### src/hw/rtl/tsopt_pkg.sv
package tsopt_pkg;

  // Walk phase of the option parser
  typedef enum logic [1:0] {
    PH_KIND = 2'd0,
    PH_LEN  = 2'd1,
    PH_SKIP = 2'd2,
    PH_TS   = 2'd3
  } tsopt_phase_t;

  // Option kinds and lengths
  localparam logic [7:0] KIND_END = 8'd0;
  localparam logic [7:0] KIND_NOP = 8'd1;
  localparam logic [7:0] KIND_TS  = 8'd8;
  localparam logic [7:0] TS_LEN   = 8'd10;
  localparam logic [7:0] MIN_LEN  = 8'd2;

  // One result item
  typedef struct packed {
    logic        found;
    logic [31:0] ts_value;
    logic [31:0] ts_echo;
  } tsopt_result_t;

endpackage

### src/hw/rtl/tcp_timestamp_option_parser_core.sv
// Channel | Handshake            | Payload
// --------+----------------------+--------------------------------
// input   | in_valid / in_ready  | opt_byte, last_byte, empty_area
// output  | out_valid / out_ready| found, ts_value, ts_echo
//
// One item per cycle while no header-ending item waits on a stalled output;
// an item is registered on entry and walked from the input register, its
// result (if any) leaving from the output register. Synchronous reset rst
// clears the walk and both valid flags. A stalled output only holds back
// items that end a header; other bytes keep flowing while a result waits.
module tcp_timestamp_option_parser_core (
  input  logic        clk,
  input  logic        rst,
  input  logic        in_valid,
  output logic        in_ready,
  input  logic [7:0]  opt_byte,
  input  logic        last_byte,
  input  logic        empty_area,
  output logic        out_valid,
  input  logic        out_ready,
  output logic        found,
  output logic [31:0] ts_value,
  output logic [31:0] ts_echo
);
  import tsopt_pkg::*;

  logic          in_q_valid;
  logic [7:0]    byte_q;
  logic          last_q;
  logic          empty_q;
  logic          step;
  logic          emit;
  logic          can_load;
  tsopt_result_t walk_result;
  tsopt_result_t out_data;

  // Only header-ending items need room in the result register
  assign step     = in_q_valid && (!emit || can_load);
  assign in_ready = !in_q_valid || step;

  // Input register
  always_ff @(posedge clk) begin
    if (rst) begin
      in_q_valid <= 1'b0;
    end else if (in_ready) begin
      in_q_valid <= in_valid;
    end
  end

  always_ff @(posedge clk) begin
    if (in_ready && in_valid) begin
      byte_q  <= opt_byte;
      last_q  <= last_byte;
      empty_q <= empty_area;
    end
  end

  tsopt_walk u_walk (
    .clk        (clk),
    .rst        (rst),
    .step       (step),
    .opt_byte   (byte_q),
    .last_byte  (last_q),
    .empty_area (empty_q),
    .emit       (emit),
    .result     (walk_result)
  );

  tsopt_out_reg u_out (
    .clk       (clk),
    .rst       (rst),
    .load      (step && emit),
    .load_data (walk_result),
    .can_load  (can_load),
    .out_valid (out_valid),
    .out_ready (out_ready),
    .out_data  (out_data)
  );

  assign found    = out_data.found;
  assign ts_value = out_data.ts_value;
  assign ts_echo  = out_data.ts_echo;

  // Not-found results carry zero values
  a_zero_when_absent: assert property (@(posedge clk) disable iff (rst)
    out_valid && !found |-> ts_value == 32'd0 && ts_echo == 32'd0)
    else $error("result values nonzero without a timestamp");

  // A header-ending item always produces a result next cycle
  a_emit_lands: assert property (@(posedge clk) disable iff (rst)
    step && emit |=> out_valid)
    else $error("header end produced no result");

  // A held input item keeps its payload
  a_hold_input: assert property (@(posedge clk) disable iff (rst)
    in_q_valid && !step |=> in_q_valid && $stable(byte_q) && $stable(last_q)
      && $stable(empty_q))
    else $error("stalled input item changed");

endmodule

### src/hw/rtl/tsopt_walk.sv
module tsopt_walk (
  input  logic                    clk,
  input  logic                    rst,
  input  logic                    step,
  input  logic [7:0]              opt_byte,
  input  logic                    last_byte,
  input  logic                    empty_area,
  output logic                    emit,
  output tsopt_pkg::tsopt_result_t result
);
  import tsopt_pkg::*;

  tsopt_phase_t phase, phase_next;
  logic [7:0]   option_kind, option_kind_next;
  logic [7:0]   bytes_left, bytes_left_next;
  logic [63:0]  capture, capture_next;
  logic         found_flag, found_flag_next;
  logic         walk_done, walk_done_next;
  logic [7:0]   left_dec;
  logic [7:0]   len_body;

  assign left_dec = bytes_left - 8'd1;
  assign len_body = opt_byte - MIN_LEN;
  assign emit     = last_byte || empty_area;

  // Per-byte walk of kind/length/body
  always_comb begin
    phase_next       = phase;
    option_kind_next = option_kind;
    bytes_left_next  = bytes_left;
    capture_next     = capture;
    found_flag_next  = found_flag;
    walk_done_next   = walk_done;
    if (!walk_done) begin
      case (phase)
        PH_KIND: begin
          option_kind_next = opt_byte;
          if (opt_byte == KIND_END) begin
            walk_done_next = 1'b1;
          end else if (opt_byte != KIND_NOP) begin
            phase_next = PH_LEN;
          end
        end
        PH_LEN: begin
          if (opt_byte < MIN_LEN) begin
            walk_done_next = 1'b1;
          end else begin
            bytes_left_next = len_body;
            capture_next    = '0;
            if (len_body == 8'd0) begin
              phase_next = PH_KIND;
            end else if (option_kind == KIND_TS && opt_byte == TS_LEN) begin
              phase_next = PH_TS;
            end else begin
              phase_next = PH_SKIP;
            end
          end
        end
        PH_TS: begin
          capture_next    = {capture[55:0], opt_byte};
          bytes_left_next = left_dec;
          if (left_dec == 8'd0) begin
            found_flag_next = 1'b1;
            walk_done_next  = 1'b1;
            phase_next      = PH_KIND;
          end
        end
        default: begin
          // skipping a body; a zero count drops straight back to kind
          if (bytes_left != 8'd0) begin
            bytes_left_next = left_dec;
          end
          if (bytes_left <= 8'd1) begin
            phase_next = PH_KIND;
          end
        end
      endcase
    end
  end

  // Result of this item, valid when emit is set
  always_comb begin
    result = '0;
    if (!empty_area && found_flag_next) begin
      result.found    = 1'b1;
      result.ts_value = capture_next[63:32];
      result.ts_echo  = capture_next[31:0];
    end
  end

  // Walk state; cleared at the end of each header
  always_ff @(posedge clk) begin
    if (rst || (step && emit)) begin
      phase       <= PH_KIND;
      option_kind <= '0;
      bytes_left  <= '0;
      capture     <= '0;
      found_flag  <= 1'b0;
      walk_done   <= 1'b0;
    end else if (step) begin
      phase       <= phase_next;
      option_kind <= option_kind_next;
      bytes_left  <= bytes_left_next;
      capture     <= capture_next;
      found_flag  <= found_flag_next;
      walk_done   <= walk_done_next;
    end
  end

endmodule

### src/hw/rtl/tsopt_out_reg.sv
module tsopt_out_reg (
  input  logic                    clk,
  input  logic                    rst,
  input  logic                    load,
  input  tsopt_pkg::tsopt_result_t load_data,
  output logic                    can_load,
  output logic                    out_valid,
  input  logic                    out_ready,
  output tsopt_pkg::tsopt_result_t out_data
);
  import tsopt_pkg::*;

  tsopt_result_t data_q;

  assign can_load = !out_valid || out_ready;
  assign out_data = data_q;

  // Result register: refilled in the cycle its item is taken
  always_ff @(posedge clk) begin
    if (rst) begin
      out_valid <= 1'b0;
    end else if (load) begin
      out_valid <= 1'b1;
    end else if (out_ready) begin
      out_valid <= 1'b0;
    end
  end

  always_ff @(posedge clk) begin
    if (load) begin
      data_q <= load_data;
    end
  end

endmodule
### config.mk
export PLATFORM = sky130hd
export DESIGN_NAME = tcp_timestamp_option_parser_core
export DESIGN_NICKNAME = d
export VERILOG_FILES = /design/src/hw/rtl/tsopt_pkg.sv /design/src/hw/rtl/tcp_timestamp_option_parser_core.sv /design/src/hw/rtl/tsopt_walk.sv /design/src/hw/rtl/tsopt_out_reg.sv
export SDC_FILE = /design/constraint.sdc
export NUM_CORES = 1
export LEC_CHECK = 0
export ABC_AREA = 1
export BUFFER_PORTS_ARGS = -buffer_cell sky130_fd_sc_hd__clkbuf_2
export CAP_MARGIN = 20
export CORE_MARGIN = 5
export CORE_UTILIZATION = 58
export CTS_BUF_LIST = sky130_fd_sc_hd__clkbuf_16
export DETAILED_ROUTE_END_ITERATION = 12
export HOLD_SLACK_MARGIN = 0.02
export PLACE_DENSITY = 0.89
export REMOVE_ABC_BUFFERS = 1
export SLEW_MARGIN = 20
export SYNTH_ARGS = -nofsm -noshare
export SYNTH_HDL_FRONTEND = slang
export SYNTH_SLANG_ARGS = --single-unit
### constraint.sdc
create_clock -name clk -period 3.15 [get_ports clk]
set_input_delay 0.63 -clock clk [delete_from_list [all_inputs] [get_ports clk]]
set_output_delay 0.63 -clock clk [all_outputs]
set_load 0.02 [all_outputs]
# Yosys cells after proc, flatten, opt, wreduce, memory -nomap -nowiden
# Cells that the tools add are included.
# word_totals
latch_bits	0
elab_cells	79
output_inout_bits	67
mem_count	0
rom_bits	0
mem_bits_rw	0
input_bits	14
ff_bits	161
# op_classes
n_lt_le_gt_ge	2
bitwise	2
div	0
mux	25
shifts	0
add_sub_neg	2
mul	0
eq_ne	9
n_reduce_logical	25
# ops
op	count
64-bit 2-to-1 mux	2
64-bit one-hot mux with 2 select lines	1
65-bit 2-to-1 mux	1
8-bit zero test	3
8-bit one-hot mux with 3 select lines	1
8-bit by 4-bit equality test with 1-bit output (second input constant)	2
8-bit 2-to-1 mux	2
2-bit 2-to-1 mux	6
1-bit 2-to-1 mux	10
8-bit by 1-bit less-or-equal comparator with 1-bit output (second input constant)	1
8-bit by 2-bit < comparator with 1-bit output (second input constant)	1
8-bit by 1-bit inequality test with 1-bit output (second input constant)	1
8-bit nonzero test	1
8-bit by 1-bit subtractor with 8-bit output (second input constant)	1
8-bit by 2-bit subtractor with 8-bit output (second input constant)	1
7-bit AND reduction	1
2-bit one-hot mux with 3 select lines	1
1-bit logical AND	5
1-bit logical OR	5
5-bit AND reduction	1
1-bit zero test	4
2-bit by 1-bit inequality test with 1-bit output (second input constant)	2
2-bit inequality test (second input constant)	2
4-bit nonzero test	1
8 further kinds	9

# Logic depth before layout (Yosys ltp)
# depth
depth_word	7
mapped_depth	15
depth_no_buf	15

# By module
# From an unflattened synthesis, not the netlist that was laid out.
# hier_totals
hier_cells	874
hier_area_um2	7502.2
# modules_own_cells
module	cells_each	n_inst	area_per_inst_um2
tsopt_walk	784	1	5137.4
tsopt_out_reg	70	1	1994.4
tcp_timestamp_option_parser_core	20	1	370.4

# Worst setup path before layout
# Ideal clock, no wire load.
# synth_path
path_kind	in2reg
start	input out_ready
end	register u_out.data_q (netlist bit u_out.out_data[0]), enable pin
required_ps	2731
path_stages	6
arrival_time_ps	2329
setup_slack_ps	402
setup_time_ps	419
path_buffers	0
path_cell_list	inv_1 > nand2_1 > o21ai_4 > inv_2 > o21ai_1 > inv_1
# synth_between
elab_chain_len	4
# synth_rtl
element	line_no	text
from (decl)	tcp_timestamp_option_parser_core.sv:20	input logic out_ready,
1-bit logical OR	tsopt_out_reg.sv:15	assign can_load = !out_valid || out_ready;
1-bit logical OR	tcp_timestamp_option_parser_core.sv:38	assign step = in_q_valid && (!emit || can_load);
1-bit logical AND	tcp_timestamp_option_parser_core.sv:38	
1-bit logical AND	tcp_timestamp_option_parser_core.sv:72	.load (step && emit),
net u_out.load	tsopt_out_reg.sv:4	input logic load,
to (signal assigned)	tsopt_out_reg.sv:31	data_q <= load_data;
to (decl)	tsopt_out_reg.sv:13	tsopt_result_t data_q;
# The timed path passes the listed nets, and every way through them passes these cells.
# A chain may end at the register's enable or synchronous reset.

# Worst setup path in the final report
# layout_path
start	register u_walk.bytes_left[0]
end	register u_out.data_q (netlist bit u_out.out_data[5]), data pin
# layout_between
elab_chain_len	6
# layout_rtl
element	line_no	text
from (decl)	tsopt_walk.sv:15	logic [7:0] bytes_left, bytes_left_next;
from (signal assigned)	tsopt_walk.sv:103	bytes_left <= bytes_left_next;
8-bit by 1-bit subtractor with 8-bit output	tsopt_walk.sv:22	assign left_dec = bytes_left - 8'd1;
8-bit zero test	tsopt_walk.sv:62	if (left_dec == 8'd0) begin
1-bit 2-to-1 mux	tsopt_walk.sv:62	
1-bit 2-to-1 mux	tsopt_walk.sv:35	case (phase)
1-bit 2-to-1 mux	tsopt_walk.sv:34	if (!walk_done) begin
1-bit logical AND	tsopt_walk.sv:84	if (!empty_area && found_flag_next) begin
# Every way passes these cells.

==> results by group <==
Run status
  – Outcome: complete, no violations

Route
  – Via density per instance: 5.572
  – Detailed Route Iter0 Violations: around 690
  – DR pass1 iterations: 6
  – Sum of routed wire length over all layers: 16270 um
  – Drc violations: 0
  – Number of nets with antenna violations after detailed routing: 0
  – Vias after detailed routing: 5750
  – Routed wire per std cell: roughly 16 um

Timing
  – Slew Viols, Final: 0
  – Minimum clock period after layout: 2.626 ns
  – Endpoints failing setup: 0
  – Max transition margin: 0.5161
  – Clock skew after layout: 0.009645 ns
  – Setup repair after global routing missed its margin: false
  – Worst setup margin: about 0.52 ns
  – Summed negative setup slack over all endpoints: 0 ns
  – Final period utilization: 0.8337
  – Maximum clock rate: 380.8 MHz
  – Final Hold Vio Count: 0
  – Transition time of the tightest slew-check pin: 0.7232 ns

Synth
  – Share of the synthesized area in compound gates (AO/OA/AOI/OAI): 0.1759
  – Biggest area contributors in the synthesized netlist: sky130_fd_sc_hd__edfxtp_1, sky130_fd_sc_hd__dfxtp_1, sky130_fd_sc_hd__inv_1, sky130_fd_sc_hd__nand2_1, sky130_fd_sc_hd__o21ai_0
  – Cell taking the most area after synthesis: sky130_fd_sc_hd__edfxtp_1
  – Area share of the leading cell type in the synthesized netlist: 0.3144
  – Synth warn: 0
  – Post-synthesis share of cell area spent on full adders, half adders and majority gates: 0.006987
  – Share of async-settable or async-resettable flops after synthesis: 0
  – Area share of xor/xnor cells in the synthesized design: 0.002445
  – Share of synthesized cell area in and, or, nand and nor gates: 0.1530
  – Mapped Area: 7163 um2
  – Number of flip-flops and latches in the synthesized netlist: 161
  – Yosys cell types: 33
  – Cells after synthesis: 788
  – Post-synth EDFFs: 75
  – Fraction of synthesized area in multiplexers: 0
  – Dominant combinational cell family by area after synthesis: compound AO/OA/AOI/OAI gates
  – Leading cell type by number of instances after synthesis: sky130_fd_sc_hd__inv_1
  – Predominant post-synthesis flop cell: sky130_fd_sc_hd__dfxtp_1
  – Sequential share of the synthesized area: 0.5548
  – Avg Synthesized Cell Area: 9.090 um2
  – Synth top cells by count: sky130_fd_sc_hd__inv_1, sky130_fd_sc_hd__nand2_1, sky130_fd_sc_hd__dfxtp_1

GRT
  – Wire length of the first global-routing pass: 26380 um
  – Via count of the first global-routing pass: 5439
  – Pin count of the biggest net entering global routing: 79
  – Overflow left after global routing: 0
  – Initial antenna violation count: 0
  – Global-route total usage across every layer: 0.2274

Min path
  – Type of the tightest min-delay check: input pin to register

Setup path
  – Max stage delay on crit path: around 0.41 ns
  – Highest-delay cell along the critical path: sky130_fd_sc_hd__nand2_4
  – Most common cell type on the critical path: sky130_fd_sc_hd__inv_1
  – Critical Setup Path Class: register to register
  – Worst Path Required: 3.41 ns
  – Maximum fanout along the worst path: 26
  – Setup crit start kind: register
  – Cell chain of the critical path: inv_1, ha_1, nand3_2, inv_1, nand3_1, nand2_1, nor2_4, nand2_2, o21ai_4, nand2_4, nor2_1
  – Endpoint type of the worst setup path: register
  – Number of buffers and inverters on the critical path: 2
  – Largest delay share family, worst path: simple AND/OR/NAND/NOR gates
  – Arrival time reported for the critical path endpoint: 2.89 ns

Floorplanning
  – Starting density of the core: 0.5939
  – Die boundary width: 121.1 um
  – I/O pin count: 81
  – Std-Cell Core Area: approximately 12000 um2
  – Y dimension of the die: roughly 120 um
  – Number of placement rows: 40
  – Die ar.: around 15000 um2

Place
  – Detailed-placement wirelength estimate: 9689 um
  – Placement Setup Slack: between 0.6 and 0.7 ns
  – Port bufs: 80
  – RePlAce Congestion: roughly 0.92

Power and ir drop
  – Power Internal: approximately 3.5 mW
  – Seq pwr share: 0.484
  – Power per standard cell area: 584.8 nW/um2
  – Clock power share: 0.429
  – Leakage: 3.776 nW
  – Maximum vdd drop: 0.3397 mV
  – Total net switching power: 1.286 mW
  – Proportion of total power due to net switching: 0.2670
  – Logic gate share of total power: 0.087

Clocking
  – Clock latency reported for the late side of the worst-skew pair: 0.43 ns
  – Root Driver: sky130_fd_sc_hd__clkbuf_16
  – Clock input transition at the sequential cells of the worst setup and hold paths: around 0.07 ns
  – Total clock buffers created by CTS: 17
  – Hold-fix buffer count after cts: 0
  – Clock Sink Count: around 160
  – Number of resized instances in the post-cts repair step: 0
  – Clock tree from TritonCTS: built
  – Clk buf depth: 2
  – Number of levels the H-tree was split into: 4
  – Buffer count from post-CTS setup fixing: 0

Finish
  – Layout cells sized above 1: 0.1852
  – Fill cells: 850
  – Syn-to-layout area delta: 14.93%
  – Final layout net count: roughly 870
  – Antenna fix cells: 0

Flow run
  – Number of maximum-capacitance violations: 0
-- per-stage QoR --
step | area (um2) | hold WS [ns] | util | power [mW] | cells
2_1_floorplan | 6942 | 0.4311 | - | 2.647 | 743
3_3_place_gp | 7635 | 0.4405 | 0.6330 | 2.761 | 1000
3_5_place_dp | 7635 | 0.4484 | 0.6330 | 2.776 | 1000
4_1_cts | 8233 | 0.3702 | 0.6826 | 4.816 | 1032
5_1_grt | 8233 | 0.3661 | 0.6826 | 4.982 | 1032
6_report | 8233 | 0.3733 | 0.6826 | 4.814 | 1032
-- path summary, 6_finish.rpt --
kind	depth (start not counted)	start	slack, ns	end
worst max-delay path	11	u_walk.bytes_left[0]	0.52	u_out.out_data[5]
worst min-delay path	1	last_byte	0.37	last_q
worst max register to register	11	u_walk.bytes_left[0]	0.52	u_out.out_data[5]
worst min register to register	2	u_walk.option_kind[5]	0.46	u_walk.option_kind[5]
-- registers in the layout, indices dropped and copies added (netlist names) --
register	cells
u_walk.option_kind	8
empty_q	1
u_walk.walk_done	1
last_q	1
u_walk.capture	64
u_out.out_data	65
u_walk.found_flag	1
u_walk.bytes_left	8
u_walk.phase	2
in_q_valid	1
u_out.out_valid	1
byte_q	8
-- cell usage in the layout, fill, tap and decap left out, types with 31 or more instances in the layout --
| cell type | n |
|---|---|
| sky130_fd_sc_hd__inv_1 | 138 |
| sky130_fd_sc_hd__nand2_1 | 90 |
| sky130_fd_sc_hd__dfxtp_1 | 86 |
| sky130_fd_sc_hd__clkbuf_2 | 80 |
| sky130_fd_sc_hd__edfxtp_1 | 75 |
| sky130_fd_sc_hd__o21ai_0 | 63 |
| sky130_fd_sc_hd__a21oi_1 | 60 |
| sky130_fd_sc_hd__and3_1 | 39 |
| sky130_fd_sc_hd__nor2_1 | 33 |
| sky130_fd_sc_hd__o22ai_1 | 31 |
-- routing by layer --
layer	vias to the layer above	global-route usage	wire, um
met5	-	0	0
met4	0	0.08333	344
met3	40	0.05315	1106
met2	264	0.3758	7999
met1	2661	0.2926	6816
li1	2785	-	-
-- cells by family after synthesis --
| kind of cell | Yosys count |
|---|---|
| simple gates | 218 |
| flops | 161 |
| fa+ha+maj | 4 |
| compound gates | 213 |
| xor+xnor | 2 |
| buf+inv | 190 |
-- power groups by stage --
| stage | Sequential (mW) | Combinational (mW) | Clock (mW) |
|---|---|---|---|
| 6_report | 2.33 | 0.417 | 2.07 |
| 5_1_grt | 2.34 | 0.463 | 2.18 |
| 4_1_cts | 2.33 | 0.413 | 2.07 |
| 3_5_place_dp | 2.37 | 0.403 | 0 |
| 3_3_place_gp | 2.37 | 0.391 | 0 |
| 2_1_floorplan | 2.40 | 0.250 | 0 |
-- area by class of cell --
class	count	area (um2)	share of cell area
Clock inverter	15	172.7	0.02097
Inverter	145	544.3	0.06611
Timing Repair Buffer	89	480.5	0.05836
Sequential cell	161	3974	0.4827
Tap cell	168	210.2	0.02553
Clock buffer	17	425.4	0.05167
Multi-Input combinational cell	437	2426	0.2947
Note: power is estimated with default switching activity, not from simulation.
